--- config.mk ---
export PLATFORM = sky130hd
export DESIGN_NAME = key_value_record_byte_parser_unit_flat
export DESIGN_NICKNAME = d
export VERILOG_FILES = /design/src/hdl/kvrp_pkg.sv /design/src/hdl/kvrp_in_if.sv /design/src/hdl/kvrp_out_if.sv /design/src/hdl/kvrp_step.sv /design/src/hdl/key_value_record_byte_parser_unit.sv /design/src/flat_wrapper.sv
export SDC_FILE = /design/constraint.sdc
export NUM_CORES = 1
export LEC_CHECK = 0
export BUFFER_PORTS_ARGS = -buffer_cell sky130_fd_sc_hd__buf_2
export CAP_MARGIN = 20
export CORE_ASPECT_RATIO = 1.75
export CORE_MARGIN = 2
export CORE_UTILIZATION = 57
export CTS_BUF_LIST = sky130_fd_sc_hd__clkbuf_4 sky130_fd_sc_hd__clkbuf_8 sky130_fd_sc_hd__clkbuf_16
export DETAILED_ROUTE_END_ITERATION = 6
export PLACE_DENSITY = 0.87
export SETUP_SLACK_MARGIN = 0.3
export SYNTH_ARGS = -nofsm -noshare
export SYNTH_HDL_FRONTEND = slang
export SYNTH_SLANG_ARGS = --single-unit
--- constraint.sdc ---
create_clock -name i_clk -period 5.2 [get_ports i_clk]
set_input_delay 0.52 -clock i_clk [delete_from_list [all_inputs] [get_ports i_clk]]
set_output_delay 0.52 -clock i_clk [all_outputs]
set_load 0.02 [all_outputs]
--- src/hdl/kvrp_pkg.sv ---
// Shared types, constants and helpers for the key/value record byte parser.
// No dependencies; every other file of the parser uses this package.
package kvrp_pkg;

    localparam int unsigned BYTE_W  = 8;
    localparam int unsigned KIND_W  = 3;
    localparam int unsigned VBYTE_W = 4;
    localparam int unsigned VALUE_W = 64;
    localparam int unsigned LANES   = VALUE_W / BYTE_W;
    localparam int unsigned LANE_W  = $clog2(LANES);

    // longest string a length byte may announce; larger lengths clamp here
    localparam logic [BYTE_W-1:0] MAX_STR_LEN = 8'hFE;

    localparam logic [VBYTE_W-1:0] VBYTES_RESET = 4'd2;
    localparam logic [VBYTE_W-1:0] VBYTES_MIN   = 4'd2;
    localparam logic [VBYTE_W-1:0] VBYTES_MAX   = 4'd8;

    // record phases, which double as the field kind codes
    localparam logic [KIND_W-1:0] PH_NAME_LEN = 3'd0;
    localparam logic [KIND_W-1:0] PH_NAME     = 3'd1;
    localparam logic [KIND_W-1:0] PH_VALUE    = 3'd2;
    localparam logic [KIND_W-1:0] PH_UNIT_LEN = 3'd3;
    localparam logic [KIND_W-1:0] PH_UNIT     = 3'd4;
    localparam logic [KIND_W-1:0] PH_DESC_LEN = 3'd5;
    localparam logic [KIND_W-1:0] PH_DESC     = 3'd6;

    typedef struct packed {
        logic [KIND_W-1:0]  phase;
        logic [BYTE_W-1:0]  remaining;
        logic [BYTE_W-1:0]  position;
        logic [VALUE_W-1:0] acc;
    } t_state;

    typedef struct packed {
        logic [KIND_W-1:0]  field_kind;
        logic [BYTE_W-1:0]  data_byte;
        logic [BYTE_W-1:0]  byte_index;
        logic               value_done;
        logic [VALUE_W-1:0] record_value;
        logic               record_end;
    } t_result;

    function automatic logic [BYTE_W-1:0] clamp_len(input logic [BYTE_W-1:0] b);
        return (b > MAX_STR_LEN) ? MAX_STR_LEN : b;
    endfunction

    function automatic logic [VBYTE_W-1:0] eff_vbytes(input logic [VBYTE_W-1:0] v);
        logic [VBYTE_W-1:0] r;
        r = v;
        if (v < VBYTES_MIN) r = VBYTES_MIN;
        else if (v > VBYTES_MAX) r = VBYTES_MAX;
        return r;
    endfunction

endpackage

--- src/hdl/kvrp_in_if.sv ---
// Input channel of the record parser: one stream byte per word.
// Depends on kvrp_pkg for the byte width.
interface kvrp_in_if;
    logic                       valid;
    logic                       ready;
    logic [kvrp_pkg::BYTE_W-1:0] in_byte;

    modport source (output valid, output in_byte, input ready);
    modport sink   (input valid, input in_byte, output ready);
endinterface

--- src/hdl/kvrp_out_if.sv ---
// Result channel of the record parser: one tagged result per word.
// Depends on kvrp_pkg for field widths.
interface kvrp_out_if;
    logic                         valid;
    logic                         ready;
    logic [kvrp_pkg::KIND_W-1:0]  field_kind;
    logic [kvrp_pkg::BYTE_W-1:0]  data_byte;
    logic [kvrp_pkg::BYTE_W-1:0]  byte_index;
    logic                         value_done;
    logic [kvrp_pkg::VALUE_W-1:0] record_value;
    logic                         record_end;

    modport source (output valid, output field_kind, output data_byte, output byte_index,
                    output value_done, output record_value, output record_end,
                    input ready);
    modport sink   (input valid, input field_kind, input data_byte, input byte_index,
                    input value_done, input record_value, input record_end,
                    output ready);
endinterface

--- src/hdl/kvrp_step.sv ---
// Per-byte decode: next parser state and the result for one stream byte.
// Purely combinational; depends on kvrp_pkg.
module kvrp_step (
    input  kvrp_pkg::t_state                i_state,
    input  logic [kvrp_pkg::BYTE_W-1:0]     i_byte,
    input  logic [kvrp_pkg::VBYTE_W-1:0]    i_vbytes,
    output kvrp_pkg::t_state                o_next,
    output kvrp_pkg::t_result               o_res
);

    logic [kvrp_pkg::BYTE_W-1:0]   len;
    logic [kvrp_pkg::BYTE_W-1:0]   rem_dec;
    logic [kvrp_pkg::LANE_W-1:0]   lane;
    logic [kvrp_pkg::VALUE_W-1:0]  acc_new;
    logic [kvrp_pkg::BYTE_W:0]     pos_inc;
    logic                          val_last;
    logic [kvrp_pkg::KIND_W-1:0]   len_phase;

    assign len      = kvrp_pkg::clamp_len(i_byte);
    assign rem_dec  = (i_state.remaining == '0) ? '0 : i_state.remaining - 8'd1;
    assign lane     = i_state.position[kvrp_pkg::LANE_W-1:0];
    assign pos_inc  = {1'b0, i_state.position} + 9'd1;
    assign val_last = pos_inc >= {5'd0, kvrp_pkg::eff_vbytes(i_vbytes)};
    // an unused phase code falls back to the name length
    assign len_phase = (i_state.phase == kvrp_pkg::PH_UNIT_LEN ||
                        i_state.phase == kvrp_pkg::PH_DESC_LEN) ?
                       i_state.phase : kvrp_pkg::PH_NAME_LEN;

    // merge the byte into its lane of the value
    always_comb begin
        acc_new = i_state.acc;
        for (int k = 0; k < kvrp_pkg::LANES; k++) begin
            if (lane == k[kvrp_pkg::LANE_W-1:0]) begin
                acc_new[k*kvrp_pkg::BYTE_W +: kvrp_pkg::BYTE_W] =
                    i_state.acc[k*kvrp_pkg::BYTE_W +: kvrp_pkg::BYTE_W] | i_byte;
            end
        end
    end

    always_comb begin
        o_next = i_state;
        o_res.field_kind   = i_state.phase;
        o_res.data_byte    = i_byte;
        o_res.byte_index   = '0;
        o_res.value_done   = 1'b0;
        o_res.record_value = '0;
        o_res.record_end   = 1'b0;
        case (i_state.phase)
            kvrp_pkg::PH_NAME, kvrp_pkg::PH_UNIT, kvrp_pkg::PH_DESC: begin
                o_res.byte_index = i_state.position;
                o_next.position  = i_state.position + 8'd1;
                o_next.remaining = rem_dec;
                if (rem_dec == '0) begin
                    o_next.position = '0;
                    if (i_state.phase == kvrp_pkg::PH_NAME) begin
                        o_next.phase = kvrp_pkg::PH_VALUE;
                        o_next.acc   = '0;
                    end else if (i_state.phase == kvrp_pkg::PH_UNIT) begin
                        o_next.phase = kvrp_pkg::PH_DESC_LEN;
                    end else begin
                        o_res.record_end = 1'b1;
                        o_next.phase     = kvrp_pkg::PH_NAME_LEN;
                    end
                end
            end
            kvrp_pkg::PH_VALUE: begin
                o_res.byte_index = {{(kvrp_pkg::BYTE_W-kvrp_pkg::LANE_W){1'b0}}, lane};
                o_next.acc       = acc_new;
                if (val_last) begin
                    o_res.value_done   = 1'b1;
                    o_res.record_value = acc_new;
                    o_next.phase       = kvrp_pkg::PH_UNIT_LEN;
                    o_next.position    = '0;
                end else begin
                    o_next.position = pos_inc[kvrp_pkg::BYTE_W-1:0];
                end
            end
            default: begin
                o_res.field_kind = len_phase;
                o_res.data_byte  = len;
                o_next.position  = '0;
                o_next.remaining = len;
                if (len != '0) begin
                    o_next.phase = len_phase + 3'd1;
                end else if (len_phase == kvrp_pkg::PH_NAME_LEN) begin
                    // empty name: straight on to the value
                    o_next.phase     = kvrp_pkg::PH_VALUE;
                    o_next.remaining = '0;
                    o_next.acc       = '0;
                end else if (len_phase == kvrp_pkg::PH_UNIT_LEN) begin
                    o_next.phase = kvrp_pkg::PH_DESC_LEN;
                end else begin
                    o_res.record_end = 1'b1;
                    o_next.phase     = kvrp_pkg::PH_NAME_LEN;
                end
            end
        endcase
    end

endmodule

--- src/hdl/key_value_record_byte_parser_unit.sv ---
// Top level of the key/value record byte parser: state and result registers.
// Depends on kvrp_pkg, kvrp_in_if, kvrp_out_if and kvrp_step.
//
//  channel   dir  handshake      word
//  i_byte    in   valid/ready    in_byte: one stream byte
//  o_rec     out  valid/ready    field_kind, data_byte, byte_index, value_done,
//                                record_value, record_end
//  cfg       in   i_cfg_we       i_cfg_wdata: value size in bytes
//
// One byte per cycle unless o_rec stalls; each result is registered and shows
// on o_rec the cycle after its byte; the state loop closes through kvrp_step.
// A new byte enters in the cycle the waiting result is taken, so words stream
// back to back; a stall on o_rec holds i_byte.ready low while the result
// register is full.
// Synchronous active-low reset; parsing starts at a name length, size 2.
module key_value_record_byte_parser_unit (
    input  logic                             i_clk,
    input  logic                             i_rst_n,
    input  logic                             i_cfg_we,
    input  logic [kvrp_pkg::VBYTE_W-1:0]     i_cfg_wdata,
    kvrp_in_if.sink                          i_byte,
    kvrp_out_if.source                       o_rec
);

    kvrp_pkg::t_state                  r_state;
    kvrp_pkg::t_state                  n_state;
    kvrp_pkg::t_result                 r_res;
    kvrp_pkg::t_result                 n_res;
    logic                              r_valid;
    logic [kvrp_pkg::VBYTE_W-1:0]      r_vbytes;
    logic                              in_ready;
    logic                              accept;

    assign in_ready = !r_valid || o_rec.ready;
    assign accept   = i_byte.valid && in_ready;

    kvrp_step u_step (
        .i_state  (r_state),
        .i_byte   (i_byte.in_byte),
        .i_vbytes (r_vbytes),
        .o_next   (n_state),
        .o_res    (n_res)
    );

    always_ff @(posedge i_clk) begin
        if (!i_rst_n) begin
            r_state  <= '0;
            r_valid  <= 1'b0;
            r_vbytes <= kvrp_pkg::VBYTES_RESET;
        end else begin
            if (i_cfg_we) begin
                r_vbytes <= i_cfg_wdata;
            end
            if (accept) begin
                r_state <= n_state;
                r_valid <= 1'b1;
            end else if (o_rec.ready) begin
                r_valid <= 1'b0;
            end
        end
    end

    // hold the result word until taken
    always_ff @(posedge i_clk) begin
        if (accept) begin
            r_res <= n_res;
        end
    end

    assign i_byte.ready       = in_ready;
    assign o_rec.valid        = r_valid;
    assign o_rec.field_kind   = r_res.field_kind;
    assign o_rec.data_byte    = r_res.data_byte;
    assign o_rec.byte_index   = r_res.byte_index;
    assign o_rec.value_done   = r_res.value_done;
    assign o_rec.record_value = r_res.record_value;
    assign o_rec.record_end   = r_res.record_end;

endmodule

--- src/flat_wrapper.sv ---
// flat-port wrapper written by rule: the top's interface ports become plain ports
module key_value_record_byte_parser_unit_flat 
  (i_clk, i_rst_n, i_cfg_we, i_cfg_wdata, i_byte_valid, i_byte_in_byte, i_byte_ready, o_rec_valid, o_rec_field_kind, o_rec_data_byte, o_rec_byte_index, o_rec_value_done, o_rec_record_value, o_rec_record_end, o_rec_ready);
  kvrp_in_if i_byte_i ();
  kvrp_out_if o_rec_i ();
  input  logic i_clk;
  input  logic i_rst_n;
  input  logic i_cfg_we;
  input  logic [kvrp_pkg::VBYTE_W-1:0] i_cfg_wdata;
  input wire logic [$bits(i_byte_i.valid)-1:0] i_byte_valid;
  input wire logic [$bits(i_byte_i.in_byte)-1:0] i_byte_in_byte;
  output wire logic [$bits(i_byte_i.ready)-1:0] i_byte_ready;
  output wire logic [$bits(o_rec_i.valid)-1:0] o_rec_valid;
  output wire logic [$bits(o_rec_i.field_kind)-1:0] o_rec_field_kind;
  output wire logic [$bits(o_rec_i.data_byte)-1:0] o_rec_data_byte;
  output wire logic [$bits(o_rec_i.byte_index)-1:0] o_rec_byte_index;
  output wire logic [$bits(o_rec_i.value_done)-1:0] o_rec_value_done;
  output wire logic [$bits(o_rec_i.record_value)-1:0] o_rec_record_value;
  output wire logic [$bits(o_rec_i.record_end)-1:0] o_rec_record_end;
  input wire logic [$bits(o_rec_i.ready)-1:0] o_rec_ready;
  assign i_byte_i.valid = i_byte_valid;
  assign i_byte_i.in_byte = i_byte_in_byte;
  assign i_byte_ready = i_byte_i.ready;
  assign o_rec_valid = o_rec_i.valid;
  assign o_rec_field_kind = o_rec_i.field_kind;
  assign o_rec_data_byte = o_rec_i.data_byte;
  assign o_rec_byte_index = o_rec_i.byte_index;
  assign o_rec_value_done = o_rec_i.value_done;
  assign o_rec_record_value = o_rec_i.record_value;
  assign o_rec_record_end = o_rec_i.record_end;
  assign o_rec_i.ready = o_rec_ready;
  key_value_record_byte_parser_unit u_core (.i_clk(i_clk), .i_rst_n(i_rst_n), .i_cfg_we(i_cfg_we), .i_cfg_wdata(i_cfg_wdata), .i_byte(i_byte_i), .o_rec(o_rec_i));
endmodule
**Word-level counts from Yosys, hierarchy flattened**

Cells that the tools add are included.

- Bits in registers: 173
- Bits of input ports: 17
- Output and inout port bits: 87
- Word-level logic and storage cells: 106

- Add/sub/neg operators: 4
- Order comparisons: 4
- Equal/unequal tests: 18
- Muxes and demuxes: 42
- Bitwise operators: 9
- Reduce and logical (&&, ||, !) cells: 17

Operators by type and width:

| operator | count |
|---|---|
| $mux W64 | 3 |
| $pmux W72 S2 | 1 |
| $mux W8 | 13 |
| $mux W72 | 1 |
| $mux W65 | 1 |
| $or A8 B8 Y8 | 8 |
| $pmux W8 S2 | 2 |
| $mux W3 | 8 |
| $eq A3 B3 Y1 const B | 7 |
| $logic_not A8 Y1 | 2 |
| $eq A3 B2 Y1 const B | 5 |
| $mux W11 | 1 |
| $add A8 B1 Y9 const B | 1 |
| $ge A9 B4 Y1 | 1 |
| $add A8 B1 Y8 const B | 1 |
| $gt A8 B8 Y1 const B | 1 |
| $mux W1 | 8 |
| $mux W4 | 2 |
| $reduce_bool A8 Y1 | 1 |
| $sub A8 B1 Y8 const B | 1 |
| $eq A3 B1 Y1 const B | 2 |
| $logic_not A3 Y1 | 2 |
| $ne A2 B2 Y1 const B | 3 |
| $pmux W3 S2 | 1 |
| 16 further kinds | 18 |

**Longest topological paths before layout**

Gate-level depths: netlist of run 1.

- Word-level depth: 8
- Gate-level depth with buffers: 12
- Gate-level depth less buffers: 10

**Hierarchy**

A second synthesis of run 1 with hierarchy kept.

- Cells, all modules: 1005
- Area total of the unflattened synthesis: 9057.4 um^2

By module, submodules not included:

| module | times used | cells an instance | area an instance (um^2) | seq. area each (um^2) |
|---|---|---|---|---|
| key_value_record_byte_parser_unit | 1 | 464 | 6035.8 | 4314.1 |
| kvrp_step | 1 | 541 | 3021.6 | 0.0 |

**Worst setup path before layout of run 1**

Ideal clock, no wire load.

- Kind: input port to flip-flop
- Start: input port o_rec_ready
- End: register u_core.r_state[77] in the netlist's numbering
- Setup time: 0.115 ns
- Arrival: 4.814 ns
- Data required time: 5.085 ns
- Setup slack: 0.271 ns
- Stages on the path: 8
- Path buffers: 1
- Cell sequence: nand2b_1 nand2_1 inv_1 clkbuf_1 o21ai_1 o21ai_0 o21ai_0 and2_1

- Cells in the longest elaborated chain, start to end: 3

RTL lines:

| item | line | text |
|---|---|---|
| start, declared | flat_wrapper.sv:20 | `input wire logic [$bits(o_rec_i.ready)-1:0] o_rec_ready;` |
| $logic_or A1 B1 Y1 | key_value_record_byte_parser_unit.sv:34 | `assign in_ready = !r_valid \|\| o_rec.ready;` |
| $logic_and A1 B1 Y1 | key_value_record_byte_parser_unit.sv:35 | `assign accept = i_byte.valid && in_ready;` |
| net u_core.accept | key_value_record_byte_parser_unit.sv:32 | `logic accept;` |
| $reduce_and A2 Y1 (no source line) | n/a |  |
| end signal, assigned | key_value_record_byte_parser_unit.sv:55 | `r_state <= n_state;` |
| end, declared | key_value_record_byte_parser_unit.sv:25 | `kvrp_pkg::t_state r_state;` |

The timed path passes the listed nets, and every way through them passes these cells.
A chain may end at the register's enable or synchronous reset.

**Worst setup path after layout of run 1**

- Start: register u_core.r_state[64] in the netlist's numbering
- End: register u_core.r_res, in the netlist u_core.o_rec.record_value[23], data pin

- Cells in the longest elaborated chain, start to end: 3
- Elaborated cells between the ends (all ways): 5
- Those cells by class: 1 x add/sub; 1 x order compare; 1 x eq/ne; 1 x mux; 1 x reduce/logical

RTL lines:

| item | line | text |
|---|---|---|
| $add A8 B1 Y9 | kvrp_step.sv:22 | `assign pos_inc = {1'b0, i_state.position} + 9'd1;` |
| $ge A9 B4 Y1 | kvrp_step.sv:23 | `assign val_last = pos_inc >= {5'd0, kvrp_pkg::eff_vbytes(i_vbytes)};` |
| $reduce_and A2 Y1 (no source line) | n/a |  |
| end signal, assigned | key_value_record_byte_parser_unit.sv:66 | `r_res <= n_res;` |
| end, declared | key_value_record_byte_parser_unit.sv:27 | `kvrp_pkg::t_result r_res;` |

Several ways; a longest one is shown, not always the timed one.

==> results of run 1 <==
-- per-stage QoR --
stage                     instances  util (%)  total power, W
after global routing            982      66.8         0.00341
after CTS                       981      66.7         0.00331
after detailed placement        949      61.8         0.00198
final                           982      66.8         0.00331
after floorplan                 749         -         0.00189
after global placement          948      61.6         0.00197
-- cell families (layout without fill, tap and decap cells) --
family          Yosys count  count (layout)  share of synthesized area, %
simple gates            241             241                          14.3
compound gates          211             211                          19.1
flops                   173             173                          56.9
buf+inv                  99             161                          6.01
fa+ha+maj                14              14                          2.31
mux                       6               6                         0.842
xor+xnor                  5               5                         0.578
-- worst max-delay path: cells and delay by family, from the launching register on --
kind / cells / cell delay (ns)
AOI/OAI and AO/OA: 2 / 0.50
buffers and inverters: 2 / 0.50
DFF: 1 / 0.50
and+or+nand+nor: 3 / 0.76
adders and majority gates: 2 / 0.66
-- per-layer routing --
metal	track usage [%]	vias to the layer above	part of all wire, %
met5	0	-	0
met4	14.4	0	4.4
met3	5.06	63	6.0
met2	42.1	286	52
met1	29.0	2823	37
li1	-	2807	-
-- power by group through the flow --
| stage | clock, W | sequential [W] | combinational, W |
|---|---|---|---|
| floorplan | 0 | 0.00158 | 0.000315 |
| global placement | 0 | 0.00155 | 0.000423 |
| detailed placement | 0 | 0.00155 | 0.000437 |
| CTS | 0.00135 | 0.00152 | 0.000441 |
| global route | 0.00140 | 0.00153 | 0.000486 |
| finish | 0.00134 | 0.00152 | 0.000449 |
-- synth_stat cells, types with 2 or more instances --
master and number:
buf_2 25, xnor2_1 3, o32ai_1 2, nor4_1 3, dfxtp_1 88, a21oi_2 2, and3_1 4, xor2_1 2
nand4_1 3, nor2_1 148, o22ai_1 2, mux2i_1 5, a31oi_1 3, a22oi_1 3, a21o_1 3, nand2_1 29
a21oi_1 85, nand3_1 9, nor3_1 7, a311oi_1 3, a211oi_1 4, ha_1 14, nand2b_1 7, edfxtp_1 85
o21ai_0 20, clkbuf_1 48, o211ai_1 5, and2_1 9, a31o_2 2, buf_6 7, inv_1 18, nor2b_1 11
a41oi_1 63, o31ai_1 3
-- sequential cells by signal, indices dropped and copies added, names as in the netlist --
signal / flops
u_core.o_rec.byte_index: 8
u_core.o_rec.data_byte: 8
u_core.o_rec.field_kind: 3
u_core.o_rec.record_end: 1
u_core.o_rec.record_value: 64
u_core.o_rec.valid: 1
u_core.o_rec.value_done: 1
u_core.r_state: 83
u_core.r_vbytes: 4
-- how the worst max path moves through the flow --
stage / from / to / slack, ns / depth (start not counted)
3_5_place_dp: i_byte_in_byte[1] / u_core.r_state[52] / 1.89 / 8
6_report: u_core.r_state[64] / u_core.o_rec.record_value[23] / 2.01 / 9
2_1_floorplan: o_rec_ready / u_core.r_state[77] / 1.89 / 8
4_1_cts: u_core.r_state[72] / u_core.r_state[52] / 1.90 / 9
3_3_place_gp: i_byte_in_byte[1] / u_core.r_state[2] / 1.91 / 8
5_1_grt: u_core.r_state[64] / u_core.o_rec.record_value[23] / 1.80 / 9
-- final cells by class --
type	instances	share of cell area, %
timing repair buffer	111	6.95
clock inverter	11	1.90
clock buffer	21	5.41
multi-input combinational	477	32.6
tap	171	2.47
inverter	18	0.796
sequential	173	49.9
==> results.sh, run 1 <==
export IMPL_status="finished clean"
export IMPL_ir_drop_v=0.000301
export IMPL_clkLatencyLatePin_ns=0.43
export IMPL_n_antenna_cell=0
export IMPL_pin_count=104
export IMPL_cp_common_cell="ha_1"
export IMPL_antenna_found_initial=0
export IMPL_timing_hold_ws_ns=0.318
export IMPL_maxCapViolations=0
export IMPL_grt_pass1_wl_mm=27.8
export IMPL_timing_final_ws_setup_ns=2.01
export IMPL_place_hpwl_mm=10.7
export IMPL_max_freq_ghz=0.313
export IMPL_std_cell_rows=55
export IMPL_viasPerCell=6.09
export IMPL_p_leak_nw=3.23
export IMPL_path_class="reg2reg"
export IMPL_post_cts_buffers=0
export IMPL_r2r_end="u_core.o_rec.record_value[23]"
export IMPL_fillers=1023
export IMPL_start_kind="flip-flop"
export IMPL_syn_instance_count=749
export IMPL_r2r_slack_ns=2.01
export IMPL_start_util_pct=58.6
export IMPL_hold_depth=3
export IMPL_finalSetupViolations=0
export IMPL_preCtsSetupSlack_ns=1.89
export IMPL_synth_nets=780
export IMPL_dpl_cell_area_mm2=0.00799
export IMPL_dr_pass1_iters=7
export IMPL_io_buffers=103
export IMPL_r2r_cells=9
export IMPL_postLayoutCellArea_mm2=0.00865
export IMPL_crit_chain="inv_1 > ha_1 > ha_1 > a211o_1 > a211oi_1 > nand3_1 > nand2_2 > buf_4 > nor2_1"
export IMPL_finalHoldViolCount=0
export IMPL_num_vias=5979
export IMPL_p_sw_w=0.000861
export IMPL_mappedNetlistArea_mm2=0.00758
export IMPL_combPwrFrac_pct=13.6
export IMPL_yosysTopAreaCellShare_pct=33.7
export IMPL_hold_class="in2reg"
export IMPL_mostFrequentLayoutCell="nor2_1"
export IMPL_grt_max_degree=63
export IMPL_cts_tree="built"
export IMPL_core_area_mm2=0.0129
export IMPL_synth_enable_flop_cells=85
export IMPL_min_period_over_period_pct=61.4
export IMPL_rsz0062_at_grt="false"
export IMPL_fin_nets=829
export IMPL_cts_hold_buf=0
export IMPL_cts_resized=0
export IMPL_clockBufferDepth=2
export IMPL_cp_slowest_stage_delay_ns=0.54
export IMPL_worstHoldStart="i_cfg_wdata[1]"
export IMPL_worstPathRequired_ns=5.37
export IMPL_wirelength_mm=17.3
export IMPL_syn2layout_area_growth_pct=14.1
export IMPL_wl_per_cell_um=17.6
export IMPL_tns_ns=0
export IMPL_drive_above_1_share_pct=19.5
export IMPL_cp_arrival_ns=3.36
export IMPL_syn_avg_cell_area_um2=10.1
export IMPL_synth_seq_cells=173
export IMPL_grt_pass1_vias=5618
export IMPL_critPathCaptureType="flip-flop"
export IMPL_seq_power_share_pct=45.9
export IMPL_finalMaxSlewViolations=0
export IMPL_power_density_mw_per_mm2=383
export IMPL_place_gp_congestion=0.850
export IMPL_slew_headroom_pct=28.7
export IMPL_cts_root_buf="clkbuf_16"
export IMPL_htree_levels=4
export IMPL_synth_area_leaders="edfxtp_1 34%, dfxtp_1 23%, nor2_1 7.3%"
export IMPL_cts_inserted_buffers=17
export IMPL_fin_crit_ns=3.19
export IMPL_clk_pin_slew_ns=0.07
export IMPL_area_sequential_mm2=0.00431
export IMPL_most_common_layout_cells="148 x nor2_1, 103 x buf_2, 88 x dfxtp_1"
export IMPL_track_usage_pct=24.8
export IMPL_clkSinkCount=173
export IMPL_crit_path_top_delay_cell="nand2_2"
export IMPL_cp_max_fo=38
export IMPL_design_die_area_mm2=0.0143
export IMPL_clock_power_share_pct=40.5
export IMPL_multiInputGateArea_mm2=0.00282
export IMPL_ys_types=58
export IMPL_synth_ff_type="dfxtp_1"
export IMPL_die_h_um=157
export IMPL_drc_errors=0
export IMPL_internal_power_w=0.00245
export IMPL_skew_ns=0.0111
export IMPL_ys_seq_area_share_pct=56.9
export IMPL_dieWidth_um=91.2
export IMPL_swShare_pct=26.0
export IMPL_worst_r2r_startpoint="u_core.r_state[64]"
export IMPL_postRouteAntennaNets=0
export IMPL_yosysTopAreaCell="edfxtp_1"
export IMPL_hold_end="u_core.r_vbytes[1]"
export IMPL_drtIter0Drc=566
export IMPL_yosys_warnings=0
export IMPL_tightest_slew_ns=1.07
export IMPL_grt_ovfl_total=0
export IMPL_async_reset_ff_share_pct=0
No activity file was read; power rests on OpenSTA's default activity.
==> run 2, diff against run 1 <==
- ABC_AREA: unset -> 1
- CORE_UTILIZATION: 57 -> 52
- PLACE_DENSITY: 0.87 -> 0.84
- clock period: 5.2 -> 2.8 ns (I/O delays scaled with it)
==> results.sh, run 2 <==
export IMPL_dr_pass1_iters=7
export IMPL_cp_max_fo=18
export IMPL_syn_avg_cell_area_um2=8.40
export IMPL_clockBufferDepth=2
export IMPL_drc_errors=1
export IMPL_dp_cells=1217
export IMPL_mappedNetlistArea_mm2=0.00818
export IMPL_start_kind="flip-flop"
export IMPL_synth_nets=1005
export IMPL_yosysMostFrequentCell="nor2_1"
export IMPL_skew_ns=0.00950
export IMPL_place_hpwl_mm=12.5
export IMPL_async_reset_ff_share_pct=0
export IMPL_crit_chain="a21oi_1 > o21ai_2 > nor2_1 > inv_1 > ha_1 > inv_1 > a31oi_2 > nand2_2 > a211oi_4 > buf_12 > clkbuf_16 > a21oi_1 > nor2_1"
export IMPL_tns_ns=0
export IMPL_rsz0062_at_grt="false"
export IMPL_cts_root_buf="clkbuf_16"
export IMPL_finalSetupViolations=0
export IMPL_htree_levels=4
export IMPL_cts_hold_buf=0
export IMPL_worstPathRequired_ns=3.15
export IMPL_wl_per_cell_um=17.4
export IMPL_synth_enable_flop_cells=85
export IMPL_timing_hold_ws_ns=0.0625
export IMPL_top_register="u_core.r_state"
export IMPL_slew_headroom_pct=45.2
export IMPL_grt_ovfl_total=0
export IMPL_postRouteAntennaNets=0
export IMPL_ir_drop_v=0.000492
export IMPL_preCtsSetupSlack_ns=0.224
export IMPL_max_freq_ghz=0.422
export IMPL_cp_num_buf_inv=4
export IMPL_drtIter0Drc=989
export IMPL_status="finished, violations left"
export IMPL_track_usage_pct=23.3
export IMPL_fillers=1177
export IMPL_crit_family="compound AO/OA/AOI/OAI gates"
export IMPL_p_leak_nw=4.06
export IMPL_final_cell_count_no_fill=1263
export IMPL_finalHoldViolCount=0
export IMPL_viasPerCell=5.91
export IMPL_pin_count=104
export IMPL_core_area_mm2=0.0154
export IMPL_wirelength_mm=22.0
export IMPL_maxCapViolations=0
export IMPL_place_gp_congestion=0.906
export IMPL_timing_final_ws_setup_ns=0.430
export IMPL_path_class="reg2reg"
export IMPL_syn2layout_area_growth_pct=18.9
export IMPL_yosysTopAreaCellShare_pct=31.2
export IMPL_grt_pass1_vias=6512
export IMPL_mostFrequentLayoutCell="nor2_1"
export IMPL_grt_pass1_wl_mm=31.2
export IMPL_num_vias=7468
export IMPL_synth_seq_cells=173
export IMPL_grt_max_degree=75
export IMPL_ys_seq_area_share_pct=52.8
export IMPL_cp_arrival_ns=2.72
export IMPL_design_die_area_mm2=0.0168
export IMPL_die_h_um=170
export IMPL_multiInputGateArea_mm2=0.00336
export IMPL_min_period_over_period_pct=84.6
export IMPL_cp_slowest_stage_delay_ns=0.41
export IMPL_violations="DRC"
export IMPL_largest_reg_flops=83
export IMPL_hold_class="in2reg"
export IMPL_most_common_layout_cells="210 x nor2_1, 163 x nand2_1, 103 x buf_2"
export IMPL_cts_tree="built"
export IMPL_dieWidth_um=98.8
export IMPL_std_cell_rows=60
export IMPL_power_density_mw_per_mm2=917
export IMPL_cts_inserted_buffers=17
export IMPL_area_sequential_mm2=0.00432
export IMPL_crit_path_top_delay_cell="dfxtp_2"
export IMPL_finalMaxSlewViolations=0
export IMPL_n_antenna_cell=0
export IMPL_synth_area_leaders="edfxtp_1 31%, dfxtp_1 22%, nor2_1 9.7%"
export IMPL_clkLatencyLatePin_ns=0.43
export IMPL_drive_above_1_share_pct=21.6
export IMPL_clk_pin_slew_ns=0.06
export IMPL_start_util_pct=53.1
export IMPL_tightest_slew_ns=0.822
export IMPL_clkSinkCount=173
export IMPL_fin_crit_ns=2.37
export IMPL_io_buffers=103
export IMPL_ys_types=34
export IMPL_synth_ff_type="dfxtp_1"
export IMPL_yosys_warnings=0
export IMPL_syn_instance_count=974
export IMPL_critPathCaptureType="flip-flop"
export IMPL_ys_top_cells_by_count="211 x nor2_1, 167 x nand2_1, 88 x dfxtp_1"
export IMPL_antenna_found_initial=0
export IMPL_yosysTopAreaCell="edfxtp_1"
export IMPL_fin_nets=1095
[run 2: cell count changes in the layout (fill, tap and decap cells not counted), moves of 7 or more]
cell,previous run,this run
nand2b_1,7,0
a41oi_1,63,0
inv_2,0,14
o21bai_1,0,17
nand2_1,28,163
inv_1,17,44
nand3_1,9,83
a21oi_1,85,59
nor2b_1,11,0
nor2_1,148,210
and2_1,9,0
o21ai_0,20,62
a21oi_2,2,31
buf_4,6,13
[run 2: logic make-up (layout without fill, tap and decap cells)]
kind of cell	Yosys count	in the layout	synth area share, %
xor gates and xnor gates	3	3	0.321
DFF	173	173	52.8
buffers and inverters	123	224	7.16
and+or+nand+nor	480	482	24.1
adders and majority gates	14	14	2.14
AOI/OAI and AO/OA	181	181	13.6
[run 2: per-stage QoR]
stage / cell area [um2] / total power [W] / utilization, %
after floorplan: 8190 / 0.00550 / -
after global placement: 8820 / 0.00589 / 57.3
after detailed placement: 8820 / 0.00600 / 57.3
after CTS: 9460 / 0.00842 / 61.5
after global routing: 9730 / 0.00929 / 63.2
final: 9730 / 0.00892 / 63.2
[run 2: path summary, 6_finish.rpt]
path	slack, ns	startpoint	to	cells past startpoint
worst max register to register	0.43	u_core.r_state[82]	u_core.r_state[58]	13
worst min register to register	0.49	u_core.r_state[28]	u_core.r_state[28]	2
worst min-delay path	0.06	i_cfg_wdata[1]	u_core.r_vbytes[1]	3
worst max-delay path	0.43	u_core.r_state[82]	u_core.r_state[58]	13
[run 2: final cells by class]
type | count | area share (%)
flip-flops and latches | 173 | 44.4
repair buffers | 132 | 10.3
inverters | 60 | 2.35
multi-input cells | 680 | 34.6
well taps | 186 | 2.39
clock inverters | 11 | 1.23
clock buffers | 21 | 4.75
[run 2: worst register-to-register path: cells and delay by family (launching register included)]
| kind | cells | cell delay (ns) |
|---|---|---|
| flops | 1 | 0.41 |
| simple gates | 3 | 0.36 |
| buf+inv | 4 | 0.55 |
| fa+ha+maj | 1 | 0.13 |
| compound gates | 5 | 0.85 |
[run 2: repair_timing]
action | CTS | global route
cloned | 1 | 8
endpoints found under the setup margin | 54 | 137
buffers inserted | 1 | 4
resized for setup | 6 | 15
pin swaps | 1 | 3
[run 2: power by group]
| part | leakage [nW] | total (W) | switching, W | internal, W |
|---|---|---|---|---|
| combinational | 2.19 | 0.00327 | 0.00207 | 0.00120 |
| sequential | 1.58 | 0.00331 | 0.000246 | 0.00307 |
| clock | 0.285 | 0.00234 | 0.000972 | 0.00136 |
| total | 4.06 | 0.00892 | 0.00329 | 0.00562 |
[run 2: metal layers]
metal	vias to the layer above	global-route usage (%)	routed length (um)	part of all wire, %
li1	3424	-	-	-
met1	3429	26.7	7830	36
met2	487	40.8	11100	50
met3	128	3.90	1830	8.3
met4	0	12.5	1320	6.0
met5	-	0	0	0
